File: src/rtl/smf_pkg.sv
// ----------------------------------------------------------------------------
// smf_pkg: shared types and constants of the separable median filter
// Item types for both streams, configuration indexes and default sizes.
// ----------------------------------------------------------------------------
package smf_pkg;

  localparam int unsigned WINDOW_DEF   = 7;
  localparam int unsigned MAX_LINE_DEF = 2048;

  localparam logic [11:0] PAD_WIDTH_RST  = 12'd2048;
  localparam logic [15:0] PAD_HEIGHT_RST = 16'd65535;

  typedef enum logic [0:0] {
    CFG_PAD_WIDTH  = 1'b0,
    CFG_PAD_HEIGHT = 1'b1
  } cfg_idx_e;

  typedef struct packed {
    logic [7:0] pixel;
    logic       frame_start;
  } pix_in_t;

  typedef struct packed {
    logic [7:0] median;
    logic       frame_end;
  } med_out_t;

endpackage

File: src/rtl/smf_median.sv
// ----------------------------------------------------------------------------
// smf_median: median of N bytes by parallel rank counting
// Each value counts the values ranked below it; ties go by position.
// ----------------------------------------------------------------------------
module smf_median #(
  parameter int unsigned N = smf_pkg::WINDOW_DEF
) (
  input  logic [7:0] val_i [N],
  output logic [7:0] med_o
);

  localparam int unsigned RW = $clog2(N);

  always_comb begin
    logic [RW-1:0] rank;
    med_o = '0;
    for (int i = 0; i < N; i++) begin
      rank = '0;
      for (int j = 0; j < N; j++) begin
        if (j != i && ((val_i[j] < val_i[i]) || (val_i[j] == val_i[i] && j < i))) begin
          rank = rank + RW'(1);
        end
      end
      if (rank == RW'(N / 2)) begin
        med_o = val_i[i];
      end
    end
  end

endmodule

File: config.mk
export PLATFORM = sky130hd
export DESIGN_NAME = smf_median
export DESIGN_NICKNAME = d
export VERILOG_FILES = /design/src/rtl/smf_pkg.sv /design/src/rtl/smf_median.sv
export SDC_FILE = /design/constraint.sdc
export NUM_CORES = 1
export LEC_CHECK = 0
export BUFFER_PORTS_ARGS = -buffer_cell sky130_fd_sc_hd__buf_2
export CAP_MARGIN = 15
export CORE_MARGIN = 2
export CORE_UTILIZATION = 65
export DETAILED_ROUTE_END_ITERATION = 16
export PLACE_DENSITY = 0.95
export SYNTH_ARGS = -nofsm -noshare
export SYNTH_HDL_FRONTEND = slang
export SYNTH_SLANG_ARGS = --single-unit
File: constraint.sdc
create_clock -name vclk -period 14.7
set_input_delay 0.735 -clock vclk [all_inputs]
set_output_delay 0.735 -clock vclk [all_outputs]
set_load 0.005 [all_outputs]
==> impl_metrics.ini <==
[synthesis]
synth_area_sq_um = 6050
seq_area_frac_synth_pct = 0
mappedNetlistNets = 1013
avgSynthCellArea_sq_um = 8.01
syn_inst = 756
ys_types = 71
synth_top_area_share_pct = 41.6
yosys.area.top_type = ha_1
yosys_warnings = 0
synthTopCellsByArea = ha_1, inv_1, a21oi_1

[route]
drt-met1-wl_um = 7610
drtPass1Iterations = 7
dr.first_iter.drc_count = 528
wl_met2_um = 8720
drc = 0
wl_met3_um = 2470
vias_per_cell = 7.05
drt-total-wl_um = 20100
ant_nets = 0
vias = 6513
wire_per_inst_um = 21.8
highest_layer = met4

[pwr]
ir_drop_mv = 0.0978
power.density_nw_per_um2 = 102
p_leak_nw = 3.26

[die]
core_area_sq_um = 9150
die_area_sq_um = 10100
io_pins = 64
rows = 35
dieHeight_um = 100
die_x_um = 100
initial_core_util_pct = 66.1

[cells_and_area]
seq_cell_count = 0
n_antenna_cell = 0
fin_nets = 1072
stdcell_count = 924
clock_buffers = 0
drive_gt1_share_pct = 12.7
areaGrowthSynthToFinish_pct = 6.82
ff_latch_area_sq_um = 0
fillers = 726
multiInputGateArea_sq_um = 5720

[placed_design]
portBuffers = 64
gp_congestion = 1.00
dpl.cell_count = 924
hpwlAfterDp_um = 16600

[critical_path]
crit_path_end = med_o[5]
worstPathMaxFanout = 16
start_kind = input port
worstPathArrival_ns = 6.10
cp.required_ns = 13.97
crit_path_end_kind = output port
critPathLaunch = val_i[17]
critical_path_class = in -> out

[global_route]
antenna_found_initial = 0
overflow = 0
grt_pass1_vias = 6466
grt_pass1_wl_um = 31600
grt_max_degree = 17
grt.total_usage_pct = 40.0

[timing]
tightest_slew_ns = 1.01
finalCritPeriodShare_pct = 46.5
setup_tns_ns = 0
worst_slew_margin_rel_pct = 32.2
rsz0062_at_grt = no
fmax_mhz = 146
hold_violations = 0
drv_slew = 0
setup_viol = 0
fin_hold_ws_ns = 1.93
finalCriticalPeriod_ns = 6.83

[clocking]
cts_setup_buffers = 0
holdBufCountCts = 0
post_cts_resized = 0

[job]
cap_violations = 0

[run_status]
outcome = finished clean

[worst_hold_path]
hold_class = in -> out
[placed cells by master, fill, tap and decap left out, types with 5 or more instances in the layout]
| master | n |
|---|---|
| a211oi_1 | 22 |
| nand4_1 | 36 |
| nor2_1 | 26 |
| and2_1 | 13 |
| nand2_1 | 44 |
| xor2_1 | 8 |
| and3_1 | 5 |
| xnor3_1 | 5 |
| nand2b_1 | 9 |
| xnor2_1 | 23 |
| ha_1 | 201 |
| inv_1 | 75 |
| a211oi_2 | 5 |
| nor2b_1 | 18 |
| a21o_1 | 10 |
| o211ai_1 | 11 |
| o2bb2ai_1 | 8 |
| nand3_1 | 16 |
| mux2_2 | 7 |
| o21a_1 | 11 |
| or2_2 | 5 |
| a21oi_1 | 52 |
| buf_2 | 64 |
| a221o_1 | 8 |
| o22ai_1 | 11 |
| o21ai_0 | 43 |
| nor3_1 | 5 |
[where the power goes]
part / leakage, nW / total (mW) / switching [mW] / internal (mW)
Sequential: 0 / 0 / 0 / 0
Clock: 0 / 0 / 0 / 0
Combinational: 3.26 / 0.659 / 0.370 / 0.289
[kinds of logic (layout without fill, tap and decap cells)]
family          after synthesis  count (layout)  share of synthesized area, %
simple gates                204             204                          18.9
fa+ha+maj                   201             201                          41.6
xor+xnor                     36              36                          6.35
compound gates              221             221                          25.6
mux                          12              12                          2.21
buf+inv                      82             139                          5.42
[stage by stage]
stage / setup slack [ns] / instance area [sq um] / util (%) / total power [mW]
5_1_grt: 7.64 / 6460 / 70.6 / 0.716
3_3_place_gp: 8.11 / 6460 / 70.6 / 0.617
2_1_floorplan: 8.92 / 6050 / - / 0.475
3_5_place_dp: 8.03 / 6460 / 70.6 / 0.636
6_report: 7.87 / 6460 / 70.6 / 0.659
4_1_cts: 8.03 / 6460 / 70.6 / 0.638
[worst max-delay path: stages]
cell	delay, ns
buf_2	0.11
inv_1	0.30
ha_1	0.32
nor2b_1	0.14
o211ai_1	0.15
a21oi_1	0.12
o32ai_4	0.42
inv_1	0.15
ha_1	0.23
or3_1	0.39
nand2_1	0.07
ha_1	0.22
a21oi_1	0.11
a31oi_1	0.08
ha_1	0.29
mux2_2	0.28
ha_1	0.18
xnor3_1	0.34
or3_4	0.38
nand2_2	0.29
a211oi_1	0.08
a211oi_1	0.35
o22ai_1	0.15
buf_2	0.17
[cells in the mapped netlist (all sizes together), types with 8 or more instances]
master   instances
a211oi          27
a21o            10
a21oi           53
a221o            8
and2            13
ha             201
inv             75
mux2             8
nand2           45
nand2b           9
nand3           17
nand4           36
nor2            30
nor2b           18
o211ai          12
o21a            11
o21ai           47
o22ai           13
o2bb2ai          8
xnor2           23
xor2             8
[layer usage]
layer	up-vias	global-route usage [%]
met3	142	8.32
li1	3008	-
met2	423	65.4
met1	2940	48.8
met5	-	0
met4	0	22.8
[worst min-delay path by stage]
stage / startpoint / endpoint / slack, ns / cells after the start
CTS: val_i[10] / med_o[2] / 1.92 / 4
detailed placement: val_i[10] / med_o[2] / 1.92 / 4
global placement: val_i[10] / med_o[2] / 1.91 / 4
global route: val_i[12] / med_o[4] / 1.97 / 4
finish: val_i[10] / med_o[2] / 1.93 / 4
floorplan: val_i[1] / med_o[1] / 1.61 / 2
[layout make-up]
cell class,count,area share [%]
timing repair buffer,64,4.95
multi-input combinational,674,88.5
tap,111,2.15
inverter,75,4.35
No activity file was read; power rests on OpenSTA's default activity.
