--- config.mk ---
export PLATFORM = sky130hd
export DESIGN_NAME = smf_cell
export DESIGN_NICKNAME = d
export VERILOG_FILES = /design/src/rtl/smf_cell.sv
export SDC_FILE = /design/constraint.sdc
export NUM_CORES = 1
export LEC_CHECK = 0
export ABC_CLOCK_PERIOD_IN_PS = 1700
export BUFFER_PORTS_ARGS = -buffer_cell sky130_fd_sc_hd__buf_4
export CORE_AREA = 2 2 39 41
export CTS_CLUSTER_SIZE = 8
export DETAILED_ROUTE_END_ITERATION = 10
export DIE_AREA = 0 0 41 43
export PLACE_DENSITY = 0.55
export RECOVER_POWER = 100
export SYNTH_ARGS = -nofsm -noshare
export SYNTH_HDL_FRONTEND = slang
export SYNTH_SLANG_ARGS = --single-unit
--- constraint.sdc ---
create_clock -name clk_i -period 1.7 [get_ports clk_i]
set_input_delay 0.17 -clock clk_i [delete_from_list [all_inputs] [get_ports clk_i]]
set_output_delay 0.17 -clock clk_i [all_outputs]
set_load 0.005 [all_outputs]
--- src/rtl/smf_cell.sv ---
// ----------------------------------------------------------------------------
// smf_cell: one tap of the horizontal pixel window
// Holds one pixel and takes its neighbour's pixel whenever the row shifts.
// ----------------------------------------------------------------------------
module smf_cell (
  input  logic       clk_i,
  input  logic       rst_ni,
  input  logic       shift_i,
  input  logic [7:0] pix_i,
  output logic [7:0] pix_o
);

  logic [7:0] pix_q;

  always_ff @(posedge clk_i or negedge rst_ni) begin
    if (!rst_ni) begin
      pix_q <= '0;
    end else if (shift_i) begin
      pix_q <= pix_i;
    end
  end

  assign pix_o = pix_q;

endmodule

==> impl_results.md, run 1 <==
* Lkg Pwr at 0.222 nW
* Slowest CP cell: dfrtp_1
* # clock sinks at 8
* Initial DRC Count at 0
* Critical path capture point type: output port
* Commonest non-fill, non-tap cell in the layout: clkbuf_4
* DRC errors left at 0
* Largest register FFs at 8
* CTS HTree Levels at 1
* Initial antenna violation count at 0
* Commonest cells after routing, fill and taps aside: clkbuf_4 (10), buf_4 (9), mux2_1 (8), dfrtp_1 (8), clkbuf_1 (2)
* PortBufs at 18
* Initial Utilization at 24.0%
* Filler Cell Count at 153
* CP max FO at 2
* Clk_lat worst skew at about 0.25 ns
* Worst path buffer plus inverter count at 1
* Worst Reg-to-Reg Cells at 1
* Final clock skew at 0 ns
* Die span in x at 41 um
* CP Class: flop to output port
* Mapped Area at 332 um^2
* Syn_area_per_cell at ~20 um^2
* Req. time, crit path at 1.53 ns
* Fin Hold WS at 0.134 ns
* Root buffer cell: clkbuf_4
* Average wire per standard cell at 11.8 um
* First-pass iteration count of the detailed router at 1
* Relative slew slack at between 70% and 80%
* Clk buf depth at 2
* Setup tns final at 0 ns
* Area growth, synth to finish at 41.9%
* Area after DPL at 475 um^2
* Startpoint types: flop
* Number of global-route vias before repair at 235
* Final #Nets at 51
* Cell variety after synth at 3
* Core Area at 1380 um^2
* Vias/cell at 4.17
* Reg2Reg Capture Point: pix_o[5]
* Register bit total from synthesis at 8
* Min-delay src: pix_i[0]
* Worst hold path depth at 2
* First-pass GRT wire length at roughly 990 um
* CP delay by family, top: flip-flops
* Io pins at 19
* Worst stage delay on the critical path at 0.38 ns
* Maximum vdd drop at 387 uV
* N_diodes at 0
* CP endpoint: pix_o[5]
* Sequential-to-total area share from yosys stat at 60.4%
* Status: complete, no violations
* Die Y at 43 um
* Arrival @ worst endpoint at 0.77 ns
* Largest net degree at the start of global routing at 9
* Max-cap violations at 0
* F_max at 1070 MHz
* Reg2Reg Setup Slack at between 0.9 and 1 ns
* Max Slew Vio Count at 0
* Post-layout minimum cycle time at 0.939 ns
* GRT Util Overall at 9.30%
* Cts repair resizes at 0
* Final critical-path share of the clock period at 55.2%
* Crit-path cells: clkbuf_4
* Crit path depth at 1
* Post-Route WL at 636 um
* CTS tree: done
* TritonCTS buffer count at 3
* Synth warnings at 0
* Worst hold path class: input port to flop
* RSZ-0062 raised after global routing: false
* Detail Route Antenna Nets at 0
* Full die area at 1760 um^2
* Placer Congestion at 0.577
* Syn Inst Count at 17
* Setup crit start: pix_o[5]
* Hold Violations, Final at 0
* Pwr Density at between 900 and 1000 nW/um^2
* Grt total ovfl at 0
* R2r startpoint: pix_o[5]
* Post-route cell area at 470 um^2
* Clk slew on worst S/H paths at 0.06 ns
* Post-CTS Setup Inserts at 0
* Syn Nets at 28
* Setup Viol. Count Final at 0
* Slew at the pin with the worst max-slew slack at 0.412 ns
* Layout cell share with drive strength beyond 1 at roughly half
* Core Rows at 14
* Via count at 225
[synthesized netlist by cell type (all sizes together)]
library cell	instances	share of area, %
dfrtp	8	60
mux2	8	36
buf	1	3.4
[routing by layer]
metal	wire length, um	track usage (%)	vias to the layer above
met2	294	12.5	15
li1	-	-	101
met4	0	4.00	0
met5	0	0	-
met3	78	7.85	0
met1	263	10.2	109
[cells by family after synthesis]
family / share of synthesized area, %
buf+inv: 3.40
mux: 36.2
flops: 60.4
[metrics by stage]
step                      worst slack (ns)  util, %  instances  total power [mW]
after floorplan                      0.952        -         17             0.262
after global placement               0.918     34.4         50             0.313
after detailed placement             0.900     34.4         50             0.315
after CTS                            0.748     36.7         54             0.464
after global routing                 0.720     34.0         54             0.462
final                                0.761     34.0         54             0.429
[worst min path at each step]
| stage | to |
|---|---|
| 3_3_place_gp | pix_o[0] |
| 4_1_cts | pix_o[2] |
| 6_report | pix_o[0] |
| 2_1_floorplan | pix_o[0] |
| 5_1_grt | pix_o[6] |
| 3_5_place_dp | pix_o[2] |
[power breakdown]
group,switching [mW],internal (mW)
combinational,0.0230,0.0455
sequential,0.00892,0.210
clock,0.0614,0.0806
total,0.0933,0.336
[timing repair]
action / 4_1_cts / 5_1_grt
endpoints found under the hold margin: 8 / 0
hold buffers: 1 / 0
endpoints found under the setup margin: 0 / 0
[final cells by class]
cell class	instances	area, um^2	area share [%]
Sequential cell	8	200	42.6
Timing Repair Buffer	19	138	29.3
Multi-Input combinational cell	8	90.1	19.1
Clock buffer	3	22.5	4.79
Tap cell	16	20.0	4.26
(Power assumes the default switching activity.)
==> inputs of run 2 (changes only) <==
--- a/config.mk
+++ b/config.mk
@@ -5,13 +5,13 @@
 export SDC_FILE = /design/constraint.sdc
 export NUM_CORES = 1
 export LEC_CHECK = 0
-export ABC_CLOCK_PERIOD_IN_PS = 1700
+export ABC_CLOCK_PERIOD_IN_PS = 800
 export BUFFER_PORTS_ARGS = -buffer_cell sky130_fd_sc_hd__buf_4
 export CORE_AREA = 2 2 39 41
 export CTS_CLUSTER_SIZE = 8
 export DETAILED_ROUTE_END_ITERATION = 10
 export DIE_AREA = 0 0 41 43
-export PLACE_DENSITY = 0.55
+export PLACE_DENSITY = 0.57
 export RECOVER_POWER = 100
 export SYNTH_ARGS = -nofsm -noshare
 export SYNTH_HDL_FRONTEND = slang
==> constraint.sdc (replaced) <==
create_clock -name clk_i -period 0.8 [get_ports clk_i]
set_input_delay 0.08 -clock clk_i [delete_from_list [all_inputs] [get_ports clk_i]]
set_output_delay 0.08 -clock clk_i [all_outputs]
set_load 0.005 [all_outputs]
==> run 2 against run 1 <==
The run now ends with negative setup slack left. Die area unchanged. Largest power group unchanged. First-iteration DRC count unchanged. Sequential power up 120%. Register-to-register slack worse by 0.89 ns. Wire length up 11%. Clock skew unchanged. Setup slack worse by 0.80 ns. Global-route usage up 1.7 points. Clock power up 110%. Clock-buffer cell count unchanged. Final cell count unchanged.
==> impl_results.md, run 2 (synthesis results as in run 1) <==
* Status: finished, violations left
* Failing checks: negative setup slack
* Final clock skew at 0 ns (unchanged)
* F_max at 1190 MHz
* Placer Congestion at 0.580 (+0.47%)
* DP Worst Slack at 0.0353 ns (-0.864 ns)
* Startpoint types: flop
* Core Area at 1380 um^2 (unchanged)
* Lkg Pwr at 0.270 nW (+22%)
* Die span in x at 41 um (unchanged)
* Final critical-path share of the clock period at 105%
* Filler Cell Count at 143 (-6.5%)
* CTS tree: done
* Initial DRC Count at 0 (unchanged)
* Core Rows at 14 (unchanged)
* Fin Hold WS at 0.0624 ns (-0.0714 ns)
* Clk buf depth at 2 (unchanged)
* Relative slew slack at 69.8% (-2.8 points)
* Most used routing layer in global routing: met2
* Final #Nets at 51 (unchanged)
* Commonest non-fill, non-tap cell in the layout: buf_4
* Post-Route WL at 707 um (+11%)
* Worst stage delay on the critical path at 0.39 ns (about the same)
* Setup Viol. Count Final at 8 (+8)
* Via count at 214 (-4.9%)
* Grt total ovfl at 0 (unchanged)
* Global-route met2 utilization at 15.6% (+3.1 points)
* TritonCTS buffer count at 3 (unchanged)
* Average wire per standard cell at 13.1 um (+11%)
* First-pass iteration count of the detailed router at 1 (unchanged)
* Initial antenna violation count at 0 (unchanged)
* Commonest cells after routing, fill and taps aside: buf_4 (9), mux2_4 (8), buf_6 (8), dfrtp_1 (8), clkbuf_4 (3)
* Maximum vdd drop at 810 uV (+110%)
* Max-cap violations at 0 (unchanged)
* Max Slew Vio Count at 0 (unchanged)
* Clk slew on worst S/H paths at 0.05 ns (about the same)
* Hold Violations, Final at 0 (unchanged)
* Post-CTS Setup Inserts at 0 (unchanged)
* Largest register FFs at 8 (unchanged)
* Number of global-route vias before repair at 261 (+11%)
* Layout cell share with drive strength beyond 1 at 73.7% (+24 points)
* Post-route cell area at 534 um^2 (+14%)
* Initial Utilization at 24.0% (unchanged)
* GRT Util Overall at 11.0% (+1.7 points)
* Die Y at 43 um (unchanged)
* CP delay by family, top: flip-flops
* Detail Route Antenna Nets at 0 (unchanged)
* Global-route track usage on met1 at 11.3% (+1.1 points)
* Worst hold path class: input port to flop
* N_diodes at 0 (unchanged)
* Root buffer cell: clkbuf_4
* Total power at 987 uW (+130%)
* Final core occ at 38.6% (+4.6 points)
* RSZ-0062 raised after global routing: true
* DRC errors left at 0 (unchanged)
* Vias/cell at 3.96 (-4.9%)
* Largest net degree at the start of global routing at 9 (unchanged)
* Area after DPL at 475 um^2 (unchanged)
* Critical path capture point type: output port
* # clock sinks at 8 (unchanged)
* Crit-path cells: buf_6
* Met3 Usage GRT at 4.71% (-3.1 points)
* Slew at the pin with the worst max-slew slack at 0.454 ns (+0.0413 ns)
* Worst Setup Slack, final at -0.0384 ns (-0.800 ns)
* First-pass GRT wire length at 1.17 mm (+18%)
* Post-layout minimum cycle time at roughly 0.84 ns
* Req. time, crit path at 0.72 ns (-0.81 ns)
* Full die area at 1760 um^2 (unchanged)
* PortBufs at 18 (unchanged)
* Slowest CP cell: dfrtp_1
* CTS HTree Levels at 1 (unchanged)
* CP Class: flop to output port
* Area growth, synth to finish at 61.1%
* Io pins at 19 (unchanged)
* Worst path buffer plus inverter count at 1 (unchanged)
* Arrival @ worst endpoint at 0.76 ns (about the same)
* Clk_lat worst skew at 0.24 ns (about the same)
* Pwr Density at 1850 nW/um^2 (+100%)
* CP max FO at 2 (unchanged)
==> run 2: cell count changes in the layout (fill, tap and decap cells not counted), sizes merged <==
cell | before | now
buf | 9 | 17
clkbuf | 12 | 4
==> run 2: path summary, 6_finish.rpt <==
path | start | to | slack [ns] | depth (start not counted)
max | pix_o[6] | pix_o[6] | -0.04 | 1
min | pix_i[7] | pix_o[7] | 0.06 | 2
max reg2reg | pix_o[1] | pix_o[1] | 0.02 | 1
min reg2reg | pix_o[5] | pix_o[5] | 0.54 | 1
max in group asynchronous | rst_ni | pix_o[4] | 0.20 | 2
min in group asynchronous | rst_ni | pix_o[0] | 0.29 | 2
==> run 2: area by class of cell <==
class	instances	area (um^2)	area share [%]
timing repair buffer	19	171	32.1
clock buffer	3	22.5	4.22
tap	16	20.0	3.75
sequential	8	200	37.5
multi-input combinational	8	120	22.5
==> run 2: through the flow <==
stage	instances	setup TNS [ns]
global placement	50	0
CTS	54	-0.392
floorplan	17	0
detailed placement	50	0
global route	54	-0.577
finish	54	-0.274
==> run 2: power breakdown <==
part / switching, mW / internal (mW) / leakage [nW]
combinational: 0.0547 / 0.162 / 0.163
sequential: 0.0316 / 0.447 / 0.0935
clock: 0.122 / 0.171 / 0.0138
==> run 2: what timing repair did <==
item,in CTS,in global routing
hold buffers,1,0
pin swaps,0,0
endpoints found under the hold margin,8,0
gates cloned,0,0
endpoints found under the setup margin,8,9
gates resized for setup,8,0
==> run 2: layer usage <==
| layer | vias to the layer above | share of wire, % |
|---|---|---|
| li1 | 101 | - |
| met1 | 106 | 37 |
| met2 | 7 | 58 |
| met3 | 0 | 5.5 |
| met4 | 0 | 0 |
| met5 | - | 0 |
==> inputs of run 3 (changes only) <==
--- a/config.mk
+++ b/config.mk
@@ -5,14 +5,16 @@
 export SDC_FILE = /design/constraint.sdc
 export NUM_CORES = 1
 export LEC_CHECK = 0
+export ABC_AREA = 1
 export ABC_CLOCK_PERIOD_IN_PS = 800
 export BUFFER_PORTS_ARGS = -buffer_cell sky130_fd_sc_hd__buf_4
 export CORE_AREA = 2 2 39 41
 export CTS_CLUSTER_SIZE = 8
 export DETAILED_ROUTE_END_ITERATION = 10
 export DIE_AREA = 0 0 41 43
-export PLACE_DENSITY = 0.57
+export PLACE_DENSITY = 0.55
 export RECOVER_POWER = 100
 export SYNTH_ARGS = -nofsm -noshare
 export SYNTH_HDL_FRONTEND = slang
 export SYNTH_SLANG_ARGS = --single-unit
+export TNS_END_PERCENT = 20
==> run 3 against run 2 <==
The flow still finishes with violations (negative setup slack). Core utilization decreased by 1.9 points. Critical path depth unchanged. Die area did not move. Largest cell class unchanged. Global-route usage decreased by 2.5 points.
==> impl_results.md, run 3 <==
* Die span in x at 41 um (unchanged)
* Grt total ovfl at 0 (unchanged)
* Hold Violations, Final at 0 (unchanged)
* Relative slew slack at 71.0% (+1.2 points)
* Post-layout minimum cycle time at 0.835 ns (-0.00345 ns)
* Maximum vdd drop at 562 uV (-31%)
* Clk slew on worst S/H paths at 0.05 ns (about the same)
* Crit-path cells: buf_6
* Average wire per standard cell at 8.38 um (-36%)
* Req. time, crit path at 0.72 ns (about the same)
* Dominant cell type by area after synthesis: dfrtp_1
* F_max at 1200 MHz (+0.41%)
* Status: finished, violations left
* Final clock skew at 0 ns (unchanged)
* Clk_lat worst skew at 0.24 ns (about the same)
* Io pins at 19 (unchanged)
* Max Slew Vio Count at 0 (unchanged)
* # clock sinks at 8 (unchanged)
* Clk buf depth at 2 (unchanged)
* Arrival @ worst endpoint at 0.75 ns (about the same)
* Initial antenna violation count at 0 (unchanged)
* Initial Utilization at 22.1% (-1.9 points)
* Worst stage delay on the critical path at 0.39 ns (about the same)
* EDFF count, synth at 0 (unchanged)
* PortBufs at 18 (unchanged)
* Slowest CP cell: dfrtp_1
* GRT Util Overall at 8.44% (-2.5 points)
* DP HPWL at 461 um
* Synth warnings at 0 (unchanged)
* First-pass iteration count of the detailed router at 1 (unchanged)
* DRC errors left at 0 (unchanged)
* Sequential-to-total area share from yosys stat at 65.6% (+5.2 points)
* CP delay by family, top: flip-flops
* Most common cell in the netlist: nand2_1
* Placer Congestion at 0.578 (-0.41%)
* Register bit total from synthesis at 8 (unchanged)
* Post-synth top flop: dfrtp_1
* Via count at 277 (+29%)
* Fin Hold WS at 0.0282 ns (-0.0342 ns)
* Core Rows at 14 (unchanged)
* Mapped Area at 305 um^2 (-7.9%)
* Number of global-route vias before repair at 234 (-10%)
* RSZ-0062 raised after global routing: true
* CP Class: flop to output port
* Final #Nets at 68 (+33%)
* Die Y at 43 um (unchanged)
* First-pass GRT wire length at 938 um (-20%)
* CTS HTree Levels at 1 (unchanged)
* Slew at the pin with the worst max-slew slack at 0.435 ns (-0.0185 ns)
* Final critical-path share of the clock period at 104% (-0.43 points)
* Synth top area share at 65.6% (+5.2 points)
* Commonest cells after routing, fill and taps aside: nand2_1 (24), buf_4 (9), buf_6 (8), dfrtp_1 (8), clkbuf_4 (3)
* CTS tree: done
* CP max FO at 2 (unchanged)
* Max-cap violations at 0 (unchanged)
* Cell variety after synth at 4 (+1)
* Post-Route WL at 595 um (-16%)
* Largest register FFs at 8 (unchanged)
* N_diodes at 0 (unchanged)
* Largest net degree at the start of global routing at 10 (+1)
* Commonest non-fill, non-tap cell in the layout: nand2_1
* Synth top cells by count: nand2_1 (24), dfrtp_1 (8), buf_6 (1), inv_2 (1)
* Syn Nets at 45 (+61%)
* Syn_area_per_cell at 8.98 um^2 (-54%)
* Setup tns final at -0.229 ns (+0.0446 ns)
* Worst Setup Slack, final at -0.0350 ns (+0.00345 ns)
* Startpoint types: flop
* Failing checks: negative setup slack
* Post-synth ARST share at 100% (unchanged)
* Largest cells by area after synthesis: dfrtp_1 (66%), nand2_1 (30%), buf_6 (3.7%)
* Worst hold path class: input port to flop
* Layout cell share with drive strength beyond 1 at 38.2% (-36 points)
* Full die area at 1760 um^2 (unchanged)
* Detail Route Antenna Nets at 0 (unchanged)
* Area growth, synth to finish at 66.4%
* Lkg Pwr at 0.282 nW (+4.5%)
* Critical path capture point type: output port
* Root buffer cell: clkbuf_4
* Pwr Density at 1830 nW/um^2 (-0.72%)
* Initial DRC Count at 0 (unchanged)
* Setup Viol. Count Final at 8 (unchanged)
* Syn Inst Count at 34 (+17)
* Core Area at 1380 um^2 (unchanged)
* Worst path buffer plus inverter count at 1 (unchanged)
* TritonCTS buffer count at 3 (unchanged)
* Vias/cell at 3.90 (-1.6%)
* Post-CTS Setup Inserts at 0 (unchanged)
## run 3: path summary, 6_finish.rpt
path	start	end	slack, ns	cells past startpoint
setup / recovery	pix_o[5]	pix_o[5]	-0.03	1
hold / removal	pix_i[7]	pix_o[7]	0.03	3
setup reg to reg	pix_o[0]	pix_o[0]	0.20	2
hold reg to reg	pix_o[1]	pix_o[1]	0.49	2
max in group asynchronous	rst_ni	pix_o[6]	0.21	2
min in group asynchronous	rst_ni	pix_o[5]	0.28	2
## run 3: per-stage QoR
step | power [mW] | area (um^2) | setup slack [ns] | utilization (%) | instances
3_5_place_dp | 0.618 | 449 | 0.215 | 32.5 | 67
5_1_grt | 0.995 | 508 | -0.0732 | 36.7 | 71
4_1_cts | 0.965 | 512 | -0.0555 | 37.0 | 71
3_3_place_gp | 0.616 | 449 | 0.221 | 32.5 | 67
2_1_floorplan | 0.514 | 305 | 0.219 | - | 34
6_report | 0.932 | 508 | -0.0350 | 36.7 | 71
## run 3: cells by family (layout without fill, tap and decap cells)
logic type | after synthesis | after routing | synth area share (%)
flip-flops | 8 | 8 | 65.6
AND/OR/NAND/NOR | 24 | 24 | 29.5
buffers and inverters | 2 | 23 | 4.92
## run 3: routing by layer
| layer | share of wire, % | vias up | GRT usage [%] |
|---|---|---|---|
| met2 | 56 | 10 | 10.3 |
| met5 | 0 | - | 0 |
| met4 | 0 | 0 | 6.00 |
| li1 | - | 144 | - |
| met3 | 7.6 | 0 | 4.71 |
| met1 | 36 | 123 | 10.7 |
## run 3: repair_timing
item                                    in CTS  in global routing
endpoints found under the hold margin        8                  0
hold buffers                                 1                  0
pin swaps                                    0                  0
resized for setup                            8                  0
endpoints found under the setup margin       8                  8
## run 3: worst reg2reg max path, delay by kind of cell (launching register included)
kind | cells | cell delay, ns
flops | 1 | 0.39
simple gates | 2 | 0.11
## run 3: power breakdown
group          internal, mW  leakage (nW)  switching [mW]
registers             0.441        0.0974          0.0249
logic                 0.111         0.171          0.0579
clock network         0.171        0.0138           0.126
total                 0.723         0.282           0.209
## run 3: final cells by class
cell class	instances	area (um^2)
Fill cell	156	876
Sequential cell	8	200
Timing Repair Buffer	19	171
Multi-Input combinational cell	24	90.1
Clock buffer	3	22.5
Tap cell	16	20.0
Inverter	1	3.75
